### src/hw/rtl/bbff_pkg.sv
// Shared types and constants for the border background flood fill block.
// Used by bbff_cell and border_background_flood_fill_top; no dependencies.
package bbff_pkg;

    localparam int unsigned ROW_W  = 64;
    localparam int unsigned IDX_W  = 6;
    localparam int unsigned SIZE_W = 7;
    localparam logic [SIZE_W-1:0] SIZE_RESET = 7'd32;
    localparam logic [2:0] ADDR_IMAGE_SIZE = 3'd0;

    typedef struct packed {
        logic [7:0] red;
        logic [7:0] green;
        logic [7:0] blue;
    } t_pixel;

    typedef struct packed {
        logic [IDX_W-1:0] row_index;
        logic [ROW_W-1:0] transparent_mask;
        logic             last_row;
    } t_result;

    // Per-cycle commands broadcast to every row cell.
    typedef struct packed {
        logic             load;
        logic [IDX_W-1:0] row;
        logic [IDX_W-1:0] col;
        logic             pix_open;
        logic             seed;
        logic             fill;
        logic             shift;
    } t_cell_ctl;

    // Frame geometry derived from the image size register.
    typedef struct packed {
        logic [SIZE_W-1:0] size;
        logic [IDX_W-1:0]  last_idx;
        logic [ROW_W-1:0]  col_mask;
        logic [ROW_W-1:0]  edge_cols;
    } t_cell_cfg;

endpackage

### src/hw/rtl/bbff_cell.sv
// One row cell of the flood fill chain: holds the open and background bits of a row.
// Exchanges its background row with the cells above and below. Depends on bbff_pkg.
module bbff_cell #(
    parameter int unsigned IDX = 0
) (
    input  logic                      i_clk,
    input  logic                      i_rst_n,
    input  bbff_pkg::t_cell_ctl       i_ctl,
    input  bbff_pkg::t_cell_cfg       i_cfg,
    input  logic [bbff_pkg::ROW_W-1:0] i_bg_up,
    input  logic [bbff_pkg::ROW_W-1:0] i_bg_dn,
    output logic [bbff_pkg::ROW_W-1:0] o_bg,
    output logic                      o_changed
);
    import bbff_pkg::*;

    localparam logic [SIZE_W-1:0] ROW_ID = SIZE_W'(IDX);

    logic [ROW_W-1:0] r_open;
    logic [ROW_W-1:0] r_bg;
    logic             r_changed;
    logic [ROW_W-1:0] n_bg;
    logic [ROW_W-1:0] w_reach;
    logic [ROW_W-1:0] w_seed;
    logic             w_active;
    logic             w_edge_row;

    assign w_active   = ROW_ID < i_cfg.size;
    assign w_edge_row = (ROW_ID == '0) || (ROW_ID[IDX_W-1:0] == i_cfg.last_idx);
    assign w_seed     = w_edge_row ? i_cfg.col_mask : i_cfg.edge_cols;
    assign w_reach    = r_bg | (r_bg << 1) | (r_bg >> 1) | i_bg_up | i_bg_dn;
    assign n_bg       = w_active ? (r_bg | (r_open & i_cfg.col_mask & w_reach)) : '0;

    always_ff @(posedge i_clk) begin
        if (i_ctl.load && (i_ctl.row == ROW_ID[IDX_W-1:0])) begin
            r_open[i_ctl.col] <= i_ctl.pix_open;
        end
    end

    always_ff @(posedge i_clk) begin
        if (!i_rst_n) begin
            r_bg      <= '0;
            r_changed <= 1'b0;
        end else if (i_ctl.seed) begin
            r_bg      <= w_active ? (r_open & i_cfg.col_mask & w_seed) : '0;
            r_changed <= 1'b1;
        end else if (i_ctl.fill) begin
            r_bg      <= n_bg;
            r_changed <= (n_bg != r_bg);
        end else if (i_ctl.shift) begin
            // During readout the rows move up one cell per cycle toward cell 0.
            r_bg      <= i_bg_dn;
            r_changed <= 1'b0;
        end
    end

    assign o_bg      = r_bg;
    assign o_changed = r_changed;

endmodule
### config.mk
export PLATFORM = sky130hd
export DESIGN_NAME = bbff_cell
export DESIGN_NICKNAME = d
export VERILOG_FILES = /design/src/hw/rtl/bbff_pkg.sv /design/src/hw/rtl/bbff_cell.sv
export SDC_FILE = /design/constraint.sdc
export NUM_CORES = 1
export LEC_CHECK = 0
export BUFFER_PORTS_ARGS = -buffer_cell sky130_fd_sc_hd__buf_2
export CORE_AREA = 2 2 139 141
export DETAILED_ROUTE_END_ITERATION = 7
export DIE_AREA = 0 0 141 143
export GPL_TIMING_DRIVEN = 0
export PLACE_DENSITY = 0.77
export SLEW_MARGIN = 20
export SYNTH_ARGS = -nofsm -noshare
export SYNTH_HDL_FRONTEND = slang
export SYNTH_SLANG_ARGS = --single-unit
### constraint.sdc
create_clock -name i_clk -period 1.8 [get_ports i_clk]
set_input_delay 0.18 -clock i_clk [delete_from_list [all_inputs] [get_ports i_clk]]
set_output_delay 0.18 -clock i_clk [all_outputs]
set_load 0.01 [all_outputs]
==> impl_summary.log, run 1 <==
INFO  metric synth.avg_cell_area = 7.99 sq um
INFO  metric synth_edf_count = 64
INFO  metric path_max_fanout = 7
INFO  metric clock_sinks = 129
INFO  metric synth_largest_type_area_fraction = 26.0%
INFO  metric cellInternalPower = approximately 0.0057 W
INFO  metric p_sw_share = 31.5%
INFO  metric timing.rr.start = o_bg[27]
INFO  metric ratio_of_cells_with_drive_above_1_in_the_final_layout = around a third
INFO  metric area_growth_syn_to_layout = 41.7%
INFO  metric multi_input_area = ~0.0046 sq mm
INFO  metric ir_worst_vdd = 0.695 mV
INFO  metric combPwrFrac = 18.2%
INFO  metric busiest_layer = met2
INFO  metric met2_usage = 55.1%
INFO  metric clock_insertion_delay_worst_skew = between 0.4 and 0.5 ns
INFO  metric cts-buffers-inserted = 17
INFO  metric initial_core_util = 39.8%
INFO  metric cell_type_with_the_highest_aggregate_area_in_the_netlist = sky130_fd_sc_hd__edfxtp_1
INFO  metric dr.pass1.iters = 6
INFO  metric io-pin-count = around 350
INFO  metric p_seq_share = 42.3%
INFO  metric postCtsHoldBufs = 0
INFO  metric grt_pass1_wl = 53000 um
INFO  metric total_global_routing_overflow = 0
INFO  metric first_global_vias = 8588
INFO  metric dp.final_hpwl = 28000 um
INFO  metric outcome = finished with violations
INFO  metric grt_util_met3 = 10.1%
INFO  metric place.gp.congestion = 1.02
INFO  metric final_cell_count_no_fill = 1483
INFO  metric core_area = 0.0186 sq mm
INFO  metric fin_nets = 1524
INFO  metric grt_antenna_before_repair = 0
INFO  metric violations = setup timing
INFO  metric cp_launch_point = o_bg[27]
INFO  metric globalRouteMet1Util = 47.8%
INFO  metric layout.cells.most_common = sky130_fd_sc_hd__buf_2
INFO  metric die_w = 141 um
INFO  metric dieArea = 0.0202 sq mm
INFO  metric clk_path_buf_depth = 2
INFO  metric worst_setup_path_end_kind = register
INFO  metric postSynth.topFlopCell = sky130_fd_sc_hd__dfxtp_1
INFO  metric worst_hold_slack = 0.0213 ns
INFO  metric critical-path-max-stage-delay = 0.40 ns
INFO  metric worst_hold_startpoint = i_bg_dn[11]
INFO  metric power_per_cell_area = 795 mW/mm^2
INFO  metric portBuffers = roughly 280
INFO  metric final_period_minus_worst_setup_slack = 1.95 ns
INFO  metric antennaDiodeCount = 0
INFO  metric p_leak = between 3 and 4 nW
INFO  metric power_switching = 0.00262 W
INFO  metric timing.critical_path.cells = nor4_4 -> nor3_1 -> nor4_2 -> nand4_2 -> nor4_4 -> o22ai_1
INFO  metric syn-instance-count = 925
INFO  metric detail_route.iter0.violations = 1288
INFO  metric share_clk_of_total_power = around two fifths
INFO  metric fp.dieH = 143 um
INFO  metric worst_slew_pin_slew = 1.11 ns
INFO  metric ys_types = 42
INFO  metric timing.final.hold_violations = 0
INFO  metric ff_latch_area = roughly 0.0033 sq mm
INFO  metric cts_tree = yes
INFO  metric grt_max_degree = 65
INFO  metric antenna_left = 0
INFO  metric ys_seq_area_share = 43.6%
INFO  metric clockRootBuffer = sky130_fd_sc_hd__clkbuf_16
INFO  metric final.setup_skew = 0.00871 ns
INFO  metric required = 2.10 ns
INFO  metric kind_of_critical_path = reg2reg
INFO  metric grt.total_usage = 35.9%
INFO  metric postSynth.asyncResetShare = 0%
INFO  metric timing.max_slew.rel_slack = 26.0%
INFO  metric route.detailed.drc = 0
INFO  metric synthTopCellsByArea = sky130_fd_sc_hd__edfxtp_1 (26%), sky130_fd_sc_hd__dfxtp_1 (18%), sky130_fd_sc_hd__o211ai_1 (9.7%), sky130_fd_sc_hd__nor4_1 (7.0%), sky130_fd_sc_hd__nor2_1 (6.6%)
INFO  metric routed-via-count = 9617
INFO  metric finalPower = 0.00832 W
INFO  metric filler_cell_count = 1766
INFO  metric final-setup-viol-count = 1
INFO  metric maxCapViolations = 0
INFO  metric final.period_utilization = 108%
INFO  metric row_count = 50
INFO  metric synthesis.area = ~0.0074 sq mm
INFO  metric cpMaxStageDelayCell = sky130_fd_sc_hd__dfxtp_2
INFO  metric postRouteWirelength = ~38000 um
INFO  metric synth_fp_nets = 1213
INFO  metric hold_class = in2reg
INFO  metric yosysWarnings = 0
INFO  metric slew_violations = 0
INFO  metric timing.critical_path.mode_cell = sky130_fd_sc_hd__nor4_4
INFO  metric startpoint_kind_of_the_worst_setup_timing_path = register
INFO  metric wire_per_inst = 25.3 um
INFO  metric htree_num_levels = 4
INFO  metric clock.fmax = 513 MHz
INFO  metric synth_seq_cells = roughly 130
INFO  metric most-common-layout-cells = sky130_fd_sc_hd__buf_2 (280), sky130_fd_sc_hd__nor2_1 (129), sky130_fd_sc_hd__nand2_1 (115)
INFO  metric route.detailed.vias_per_inst = roughly 6.5
INFO  metric setup_slack = -0.148 ns
INFO  metric placedCellCount = 1438
INFO  metric worstPathArrival = 2.25 ns
INFO  metric clk_pin_slew_worst_setup_hold_paths = 0.07 ns
INFO  metric grt_setup_unrepaired = yes
## critical path, delay by kind of cell, from the launching register on
kind,cells,cell delay (ns)
simple gates,5,1.31
flops,1,0.40
compound gates,1,0.11
## Yosys cell counts (2+ instances only)
cell                         n
sky130_fd_sc_hd__o21bai_1    2
sky130_fd_sc_hd__clkbuf_1   55
sky130_fd_sc_hd__or3b_2      2
sky130_fd_sc_hd__edfxtp_1   64
sky130_fd_sc_hd__o21ai_0    85
sky130_fd_sc_hd__nor4_2      2
sky130_fd_sc_hd__nand3b_1    4
sky130_fd_sc_hd__o211ai_1   95
sky130_fd_sc_hd__nor4b_1     2
sky130_fd_sc_hd__nor2_1    130
sky130_fd_sc_hd__dfxtp_1    65
sky130_fd_sc_hd__a21oi_1    25
sky130_fd_sc_hd__o311a_1     2
sky130_fd_sc_hd__nand4_1     5
sky130_fd_sc_hd__inv_1       4
sky130_fd_sc_hd__a31oi_1    40
sky130_fd_sc_hd__nand2_1   116
sky130_fd_sc_hd__nand3_1    10
sky130_fd_sc_hd__nand2b_1    4
sky130_fd_sc_hd__or3_1       3
sky130_fd_sc_hd__nor4_1     83
sky130_fd_sc_hd__buf_1       5
sky130_fd_sc_hd__nor2b_1     4
sky130_fd_sc_hd__a221oi_1    4
sky130_fd_sc_hd__a211oi_1   16
sky130_fd_sc_hd__nor3_1     65
sky130_fd_sc_hd__o21ai_1    17
sky130_fd_sc_hd__or4_1       2
## kinds of logic (layout without fill, tap and decap cells)
group           count (synthesis)  after routing  synth area share (%)
compound gates                293            293                  25.0
buf+inv                        66            390                  3.37
flops                         129            129                  43.6
simple gates                  437            437                  28.0
## what timing repair did
item / in CTS / in global routing
buffers inserted: 2 / 11
setup endpoints to repair: 31 / 18
pin swaps: 15 / 33
resized for setup: 64 / 81
## through the flow
stage                     cell area [sq um]  util (%)  TNS, ns  setup WS (ns)
after detailed placement               9080      48.9   -30.00         -0.754
after CTS                             10000      53.8   -0.208         -0.208
after floorplan                        7390         -        0         0.0514
after global placement                 9080      48.9   -28.23         -0.718
final                                 10500      56.3   -0.148         -0.148
after global routing                  10500      56.3   -0.338         -0.248
## flip-flops by register name, indices dropped and copies added (netlist names)
name,flops
o_bg,64
o_changed,1
r_open,64
## layer usage
layer	vias up	wire length, um	part of all wire (%)
met3	134	4960	13
met1	4447	14200	38
met5	-	0	0
met4	0	1850	4.9
li1	4190	-	-
met2	846	16500	44
## layout make-up
type,count,area share (%)
Inverter,5,0.179
Tap cell,234,2.80
Buffer,61,2.25
Sequential cell,129,31.4
Clock inverter,14,1.11
Clock buffer,18,4.10
Timing Repair Buffer,292,14.3
Multi-Input combinational cell,730,43.9
## worst paths after layout
path	end	slack [ns]	depth (start not counted)
max	o_changed	-0.15	6
min	o_bg[11]	0.02	3
max reg2reg	o_changed	-0.15	6
min reg2reg	o_bg[42]	0.63	2
## power groups by stage
| stage | Combinational, W | Clock, W | Sequential (W) |
|---|---|---|---|
| floorplan | 0.000595 | 0 | 0.00344 |
| global placement | 0.00129 | 0 | 0.00350 |
| detailed placement | 0.00129 | 0 | 0.00350 |
| CTS | 0.00137 | 0.00327 | 0.00347 |
| global route | 0.00160 | 0.00341 | 0.00352 |
| finish | 0.00151 | 0.00329 | 0.00352 |
(Power assumes the default switching activity.)
==> inputs of run 2 (changes only) <==
--- a/config.mk
+++ b/config.mk
@@ -6,11 +6,12 @@
 export NUM_CORES = 1
 export LEC_CHECK = 0
 export BUFFER_PORTS_ARGS = -buffer_cell sky130_fd_sc_hd__buf_2
-export CORE_AREA = 2 2 139 141
+export CORE_AREA = 2 2 137 139
 export DETAILED_ROUTE_END_ITERATION = 7
-export DIE_AREA = 0 0 141 143
+export DIE_AREA = 0 0 139 141
 export GPL_TIMING_DRIVEN = 0
-export PLACE_DENSITY = 0.77
+export HOLD_SLACK_MARGIN = 0.08
+export PLACE_DENSITY = 0.76
 export SLEW_MARGIN = 20
 export SYNTH_ARGS = -nofsm -noshare
 export SYNTH_HDL_FRONTEND = slang
==> constraint.sdc (replaced) <==
create_clock -name i_clk -period 2.2 [get_ports i_clk]
set_input_delay 0.22 -clock i_clk [delete_from_list [all_inputs] [get_ports i_clk]]
set_output_delay 0.22 -clock i_clk [all_outputs]
set_load 0.01 [all_outputs]
==> run 2 against run 1 <==
The run still ends with setup timing left. Highest routed layer unchanged. Routed wire length down 0.91%. Worst hold slack better by 0.064 ns. Die area down 2.8%. First-iteration DRC count up 6.4%. Via count down 0.51%. Critical path depth unchanged. Register-to-register slack better by 0.11 ns. Setup slack better by 0.11 ns. Final cell count up 0.40%. Clock skew down 0.0017 ns. Non-clock buffer count up 6.
==> impl_summary.log, run 2 (synthesized netlist as in run 1, its figures left out) <==
INFO  metric detail_route.iter0.violations = 1371 (was 1288)
INFO  metric fin_nets = 1530 (was 1524)
INFO  metric clk_pin_slew_worst_setup_hold_paths = 0.06 ns (was 0.07 ns)
INFO  metric critical-path-max-stage-delay = 0.46 ns (was 0.40 ns)
INFO  metric route.detailed.drc = 0 (unchanged)
INFO  metric clock_sinks = 129 (unchanged)
INFO  metric final.period_utilization = 102% (was 108%)
INFO  metric maxCapViolations = 0 (unchanged)
INFO  metric worstPathArrival = 2.54 ns (was 2.25 ns)
INFO  metric total_global_routing_overflow = 0 (unchanged)
INFO  metric hold_class = in2reg (unchanged)
INFO  metric setup_slack = -0.0394 ns (was -0.148 ns)
INFO  metric p_leak = 3.77 nW (was 3.82 nW)
INFO  metric hold_path_end = o_bg[28] (was o_bg[11])
INFO  metric htree_num_levels = 4 (unchanged)
INFO  metric worst_slew_pin_slew = 1.10 ns (was 1.11 ns)
INFO  metric p_seq_share = 41.0% (was 42.3%)
INFO  metric timing.critical_path.cells = nor4_2 -> nor3_1 -> nor4_1 -> nand3_1 -> nor4_2 -> o22ai_1 (was nor4_4 -> nor3_1 -> nor4_2 -> nand4_2 -> nor4_4 -> o22ai_1)
INFO  metric clk_path_buf_depth = 2 (unchanged)
INFO  metric ir_worst_vdd = 0.570 mV (was 0.695 mV)
INFO  metric wire_per_inst = 25.0 um (was 25.3 um)
INFO  metric reg2regPathDepth = 6 (unchanged)
INFO  metric row_count = 50 (unchanged)
INFO  metric fp.dieH = 141 um (was 143 um)
INFO  metric reg2reg_to = o_changed (unchanged)
INFO  metric critPathBufInv = 0 (unchanged)
INFO  metric final_period_minus_worst_setup_slack = 2.24 ns (was 1.95 ns)
INFO  metric startpoint_kind_of_the_worst_setup_timing_path = register (unchanged)
INFO  metric io-pin-count = 353 (unchanged)
INFO  metric cellInternalPower = 0.00486 W (was 0.00570 W)
INFO  metric final.setup_skew = 0.00697 ns (was 0.00871 ns)
INFO  metric setup.reg_to_reg.worst_slack = -0.04 ns (was -0.15 ns)
INFO  metric dieArea = 0.0196 sq mm (was 0.0202 sq mm)
INFO  metric tns = -0.0394 ns (was -0.148 ns)
INFO  metric cts-buffers-inserted = 17 (unchanged)
INFO  metric worst_hold_startpoint = i_bg_dn[28] (was i_bg_dn[11])
INFO  metric crit_path_max_delay_family = simple AND/OR/NAND/NOR gates (unchanged)
INFO  metric portBuffers = 279 (unchanged)
INFO  metric p_sw_share = 29.9% (was 31.5%)
INFO  metric dp.final_hpwl = 28100 um (was 28000 um)
INFO  metric cpMaxStageDelayCell = sky130_fd_sc_hd__nor4_2 (was sky130_fd_sc_hd__dfxtp_2)
INFO  metric kind_of_critical_path = reg2reg (unchanged)
INFO  metric share_clk_of_total_power = 42.3% (was 39.6%)
INFO  metric core_area = 0.0183 sq mm (was 0.0186 sq mm)
INFO  metric die_w = 139 um (was 141 um)
INFO  metric ratio_of_cells_with_drive_above_1_in_the_final_layout = 27.4% (was 34.9%)
INFO  metric worst_setup_path_end_kind = register (unchanged)
INFO  metric combPwrFrac = 16.7% (was 18.2%)
INFO  metric route.detailed.vias_per_inst = 6.43 (was 6.48)
INFO  metric postRouteWirelength = 37200 um (was 37600 um)
INFO  metric power_switching = 0.00207 W (was 0.00262 W)
INFO  metric initial_core_util = 40.5% (was 39.8%)
INFO  metric first_global_vias = 8653 (was 8588)
INFO  metric layout.cells.most_common = sky130_fd_sc_hd__buf_2 (unchanged)
INFO  metric final_cell_count_no_fill = 1489 (was 1483)
INFO  metric antennaDiodeCount = 0 (unchanged)
INFO  metric routed-via-count = 9568 (was 9617)
INFO  metric slew_violations = 0 (unchanged)
INFO  metric final-setup-viol-count = 1 (unchanged)
INFO  metric area_growth_syn_to_layout = 36.0% (was 41.7%)
INFO  metric required = 2.50 ns (was 2.10 ns)
INFO  metric path_max_fanout = 7 (unchanged)
INFO  metric cp_launch_point = o_bg[51] (was o_bg[27])
INFO  metric antenna_left = 0 (unchanged)
INFO  metric clockRootBuffer = sky130_fd_sc_hd__clkbuf_16 (unchanged)
INFO  metric place.gp.congestion = 0.991 (was 1.02)
INFO  metric placedCellCount = 1438 (unchanged)
INFO  metric worstHoldPathCells = 3 (unchanged)
INFO  metric grt_pass1_wl = 53800 um (was 53000 um)
INFO  metric timing.max_slew.rel_slack = 27.0% (was 26.0%)
INFO  metric power_per_cell_area = 689 mW/mm^2 (was 795 mW/mm^2)
INFO  metric dr.pass1.iters = 7 (was 6)
INFO  metric violations = setup timing (unchanged)
INFO  metric clock_insertion_delay_worst_skew = 0.43 ns (about the same)
INFO  metric clock.fmax = 447 MHz (was 513 MHz)
INFO  metric timing.critical_path.mode_cell = sky130_fd_sc_hd__nor4_2 (was sky130_fd_sc_hd__nor4_4)
INFO  metric most-common-layout-cells = sky130_fd_sc_hd__buf_2 (280), sky130_fd_sc_hd__nor2_1 (130), sky130_fd_sc_hd__nand2_1 (116) (was sky130_fd_sc_hd__buf_2 (280), sky130_fd_sc_hd__nor2_1 (129), sky130_fd_sc_hd__nand2_1 (115))
INFO  metric grt_max_degree = 65 (unchanged)
INFO  metric grt_antenna_before_repair = 1 (was 0)
INFO  metric grt.total_usage = 36.7% (was 35.9%)
INFO  metric cts_tree = yes (unchanged)
INFO  metric timing.final.hold_violations = 0 (unchanged)
INFO  metric outcome = finished with violations (unchanged)
INFO  metric timing.rr.start = o_bg[51] (was o_bg[27])
run 2: cell count changes in the layout (fill, tap and decap cells not counted), moves of 5 or more:
| cell | change |
|---|---|
| sky130_fd_sc_hd__buf_4 | -13 |
| sky130_fd_sc_hd__dfxtp_1 | +31 |
| sky130_fd_sc_hd__dfxtp_2 | -23 |
| sky130_fd_sc_hd__dfxtp_4 | -8 |
| sky130_fd_sc_hd__dlygate4sd3_1 | +19 |
| sky130_fd_sc_hd__nor3_1 | +8 |
| sky130_fd_sc_hd__nor3_2 | -8 |
| sky130_fd_sc_hd__nor4_1 | +32 |
| sky130_fd_sc_hd__nor4_2 | -5 |
| sky130_fd_sc_hd__nor4_4 | -27 |
run 2: timing repair:
action,CTS,global route
endpoints found under the hold margin,19,0
hold buffers,19,0
cloned,0,0
resized for setup,10,25
setup endpoints to repair,1,21
buffers inserted,0,0
pin swaps,3,3
run 2: worst max path at each step:
| stage | to | slack (ns) | cells past startpoint |
|---|---|---|---|
| finish | o_changed | -0.04 | 6 |
| global route | o_changed | -0.02 | 6 |
| CTS | o_changed | 0.001 | 6 |
| detailed placement | o_bg[26] | -0.40 | 7 |
| global placement | o_bg[30] | -0.40 | 7 |
| floorplan | o_changed | 0.27 | 6 |
run 2: area by class of cell:
class	count	area [sq um]
flip-flops and latches	129	3230
clock buffers	18	429
clock inverters	14	165
repair buffers	298	1590
plain buffers	61	233
inverters	5	18.8
multi-input cells	730	4100
well taps	234	293
fillers	1783	8220
run 2: worst register-to-register path, stage by stage, from the launching register on:
cell	delay (ns)
sky130_fd_sc_hd__dfxtp_1	0.44
sky130_fd_sc_hd__nor4_2	0.46
sky130_fd_sc_hd__nor3_1	0.08
sky130_fd_sc_hd__nor4_1	0.38
sky130_fd_sc_hd__nand3_1	0.19
sky130_fd_sc_hd__nor4_2	0.44
sky130_fd_sc_hd__o22ai_1	0.12
run 2: power groups by stage:
stage               registers, W  clock network, W  logic, W
floorplan                0.00282                 0  0.000487
global placement         0.00286                 0   0.00105
detailed placement       0.00287                 0   0.00106
CTS                      0.00282           0.00292   0.00110
global route             0.00285           0.00303   0.00123
finish                   0.00284           0.00293   0.00115
run 2: per-layer routing:
metal	part of all wire (%)	global-route usage (%)	routed length, um
met1	39	49.9	14400
met4	4.7	16.1	1740
met2	43	56.0	16200
met5	0	0	0
met3	13	8.70	4940
run 2: metrics by stage:
stage,power (W),util [%],instance area (sq um),hold slack [ns],setup slack (ns)
after floorplan,0.00330,-,7390,0.319,0.269
after global placement,0.00392,49.7,9080,0.506,-0.404
after detailed placement,0.00393,49.7,9080,0.507,-0.399
after CTS,0.00683,54.2,9910,0.0812,0.00129
after global routing,0.00710,55.0,10100,0.0988,-0.0153
final,0.00693,55.0,10100,0.0849,-0.0394
==> inputs of run 3 (changes only) <==
--- a/config.mk
+++ b/config.mk
@@ -11,7 +11,7 @@
 export DIE_AREA = 0 0 139 141
 export GPL_TIMING_DRIVEN = 0
 export HOLD_SLACK_MARGIN = 0.08
-export PLACE_DENSITY = 0.76
+export PLACE_DENSITY = 0.79
 export SLEW_MARGIN = 20
 export SYNTH_ARGS = -nofsm -noshare
 export SYNTH_HDL_FRONTEND = slang
==> run 3 against run 2 <==
The flow still finishes with violations (setup timing). Routed wire length is 0.80% higher. Flip-flop and latch count did not move. Sequential power hardly changed. Via count rose by 2.0%. Clock skew increased by 0.00095 ns. Register-to-register slack gained 0.04 ns. Non-clock buffer count increased by 5. Core utilization is 0.49 points higher. Fmax up 1.8%. Sequential share of layout area fell by 0.29 points. Total power grew 3.8%. Critical path type unchanged. Largest cell class unchanged. Highest routed layer unchanged.
==> impl_summary.log, run 3 (synthesized netlist as in run 1, its figures left out) <==
INFO  metric outcome = finished with violations (unchanged)
INFO  metric violations = setup timing (unchanged)
INFO  metric route.detailed.vias_per_inst = 6.53 (was 6.43)
INFO  metric io-pin-count = 353 (unchanged)
INFO  metric total_global_routing_overflow = 0 (unchanged)
INFO  metric slew_violations = 0 (unchanged)
INFO  metric ratio_of_cells_with_drive_above_1_in_the_final_layout = 27.4% (about the same)
INFO  metric routed-via-count = 9757 (was 9568)
INFO  metric grt_setup_unrepaired = no
INFO  metric cts_tree = yes (unchanged)
INFO  metric grt.total_usage = 36.5% (was 36.7%)
INFO  metric timing.max_slew.rel_slack = 26.7% (was 27.0%)
INFO  metric die_w = 139 um (unchanged)
INFO  metric path_max_fanout = 7 (unchanged)
INFO  metric kind_of_critical_path = reg2reg (unchanged)
INFO  metric antenna_left = 0 (unchanged)
INFO  metric final.period_utilization = 100% (was 102%)
INFO  metric hold_class = in2reg (unchanged)
INFO  metric fin_nets = 1535 (was 1530)
INFO  metric most-common-layout-cells = sky130_fd_sc_hd__buf_2 (280), sky130_fd_sc_hd__nor2_1 (130), sky130_fd_sc_hd__nand2_1 (116) (unchanged)
INFO  metric cts_post_setup_buffers_inserted = 0 (unchanged)
INFO  metric clk_pin_slew_worst_setup_hold_paths = 0.06 ns (about the same)
INFO  metric reg2reg_to = o_changed (unchanged)
INFO  metric clock_insertion_delay_worst_skew = 0.44 ns (was 0.43 ns)
INFO  metric worst_setup_path_end_kind = register (unchanged)
INFO  metric clockRootBuffer = sky130_fd_sc_hd__clkbuf_16 (unchanged)
INFO  metric p_leak = 3.82 nW (was 3.77 nW)
INFO  metric grt_pass1_wl = 53700 um (was 53800 um)
INFO  metric worst_slew_pin_slew = 1.10 ns (about the same)
INFO  metric reg2regPathDepth = 6 (unchanged)
INFO  metric final_period_minus_worst_setup_slack = 2.20 ns (was 2.24 ns)
INFO  metric dp_slack = -0.480 ns (was -0.399 ns)
INFO  metric maxCapViolations = 0 (unchanged)
INFO  metric combPwrFrac = 16.2% (was 16.7%)
INFO  metric clock.fmax = 455 MHz (was 447 MHz)
INFO  metric critical-path-max-stage-delay = 0.47 ns (was 0.46 ns)
INFO  metric postRouteWirelength = 37500 um (was 37200 um)
INFO  metric layout.cells.most_common = sky130_fd_sc_hd__buf_2 (unchanged)
INFO  metric clk_path_buf_depth = 2 (unchanged)
INFO  metric filler_cell_count = 1709 (was 1783)
INFO  metric final-setup-viol-count = 1 (unchanged)
INFO  metric cellInternalPower = 0.00510 W (was 0.00486 W)
INFO  metric utilization = 55.5% (was 55.0%)
INFO  metric setup_slack = -0.000211 ns (was -0.0394 ns)
INFO  metric timing.rr.start = o_bg[8] (was o_bg[51])
INFO  metric row_count = 50 (unchanged)
INFO  metric p_sw_share = 29.1% (was 29.9%)
INFO  metric ir_worst_vdd = 0.578 mV (was 0.570 mV)
INFO  metric area_growth_syn_to_layout = 37.2% (was 36.0%)
INFO  metric detail_route.iter0.violations = 1394 (was 1371)
INFO  metric required = 2.51 ns (was 2.50 ns)
INFO  metric core_area = 0.0183 sq mm (unchanged)
INFO  metric initial_core_util = 40.5% (unchanged)
INFO  metric dr.pass1.iters = 6 (was 7)
INFO  metric cpMaxStageDelayCell = sky130_fd_sc_hd__nor4_1 (was sky130_fd_sc_hd__nor4_2)
INFO  metric timing.critical_path.cells = nor4_1 -> nor3_1 -> nor4_2 -> nand3_1 -> nor4_4 -> o22ai_1 (was nor4_2 -> nor3_1 -> nor4_1 -> nand3_1 -> nor4_2 -> o22ai_1)
INFO  metric dieArea = 0.0196 sq mm (unchanged)
INFO  metric power_per_cell_area = 709 mW/mm^2 (was 689 mW/mm^2)
INFO  metric share_clk_of_total_power = 44.2% (was 42.3%)
INFO  metric clock_sinks = 129 (unchanged)
INFO  metric place.gp.congestion = 1.04 (was 0.991)
INFO  metric wire_per_inst = 25.1 um (was 25.0 um)
INFO  metric htree_num_levels = 4 (unchanged)
INFO  metric hold_path_end = o_bg[46] (was o_bg[28])
INFO  metric antennaDiodeCount = 0 (unchanged)
INFO  metric power_switching = 0.00209 W (was 0.00207 W)
INFO  metric worst_hold_startpoint = i_cfg[110] (was i_bg_dn[28])
INFO  metric cts-buffers-inserted = 17 (unchanged)
INFO  metric grt_max_degree = 65 (unchanged)
INFO  metric startpoint_kind_of_the_worst_setup_timing_path = register (unchanged)
INFO  metric setup.reg_to_reg.worst_slack = -0.0002 ns (was -0.04 ns)
INFO  metric worstPathArrival = 2.51 ns (was 2.54 ns)
INFO  metric dp.final_hpwl = 27800 um (was 28100 um)
INFO  metric worstHoldPathCells = 3 (unchanged)
INFO  metric fp.dieH = 141 um (unchanged)
INFO  metric route.detailed.drc = 0 (unchanged)
INFO  metric first_global_vias = 8855 (was 8653)
INFO  metric p_seq_share = 39.5% (was 41.0%)
INFO  metric final.setup_skew = 0.00792 ns (was 0.00697 ns)
INFO  metric portBuffers = 279 (unchanged)
INFO  metric grt_antenna_before_repair = 0 (was 1)
INFO  metric timing.final.hold_violations = 0 (unchanged)
[run 3: changes by cell type in the layout (fill, tap and decap cells not counted), sizes merged]
cell,change
clkbuf,+1
clkinv,-2
bufinv,+2
dlygate4sd3,+5
clkinvlp,-1
[run 3: final cells by class]
| class | instances | area [sq um] | share of cell area, % |
|---|---|---|---|
| well taps | 234 | 293 | 2.89 |
| inverters | 5 | 18.8 | 0.185 |
| flip-flops and latches | 129 | 3230 | 31.8 |
| clock inverters | 13 | 210 | 2.07 |
| multi-input cells | 730 | 4090 | 40.3 |
| repair buffers | 303 | 1640 | 16.1 |
| clock buffers | 19 | 433 | 4.27 |
| plain buffers | 61 | 233 | 2.29 |
[run 3: timing repair]
item | CTS | global route
resized for setup | 13 | 20
pin swaps | 3 | 2
setup endpoints to repair | 8 | 21
cloned | 0 | 0
hold endpoints to repair | 24 | 0
hold buffers | 24 | 0
[run 3: routing by layer]
metal  vias up  part of all wire (%)  GRT usage, %
met5         -                     0             0
met4         0                   5.4          16.2
met3       156                    14          9.82
met2       876                    43          55.7
met1      4514                    38          48.9
li1       4211                     -             -
[run 3: how the worst max path moves through the flow]
stage	end	depth (start not counted)	startpoint	slack (ns)
floorplan	o_changed	6	o_bg[41]	0.27
global placement	o_bg[36]	7	i_ctl[1]	-0.40
detailed placement	o_bg[37]	7	i_ctl[1]	-0.48
CTS	o_changed	6	o_bg[41]	0.01
global route	o_changed	6	o_bg[7]	0.003
finish	o_changed	6	o_bg[8]	-0.0002
[run 3: through the flow]
step	instance area, sq um	TNS (ns)	total power [W]	hold slack, ns	instances
final	10100	-0.000211	0.00719	0.0915	1494
after global routing	10100	0	0.00736	0.0903	1494
after CTS	10000	0	0.00708	0.0800	1494
after detailed placement	9080	-8.93	0.00392	0.509	1438
after global placement	9080	-7.75	0.00391	0.505	1438
after floorplan	7390	0	0.00330	0.319	925
[run 3: critical path: cells and delay by family (launching register included)]
kind	cells	cell delay [ns]
AO/OA/AOI/OAI	1	0.11
AND/OR/NAND/NOR	5	1.56
flip-flops	1	0.40
[run 3: power by group through the flow]
stage          registers (W)  clock network (W)  logic [W]
5_1_grt              0.00284            0.00328    0.00124
3_3_place_gp         0.00286                  0    0.00105
2_1_floorplan        0.00282                  0   0.000487
6_report             0.00284            0.00318    0.00117
3_5_place_dp         0.00287                  0    0.00106
4_1_cts              0.00282            0.00316    0.00111
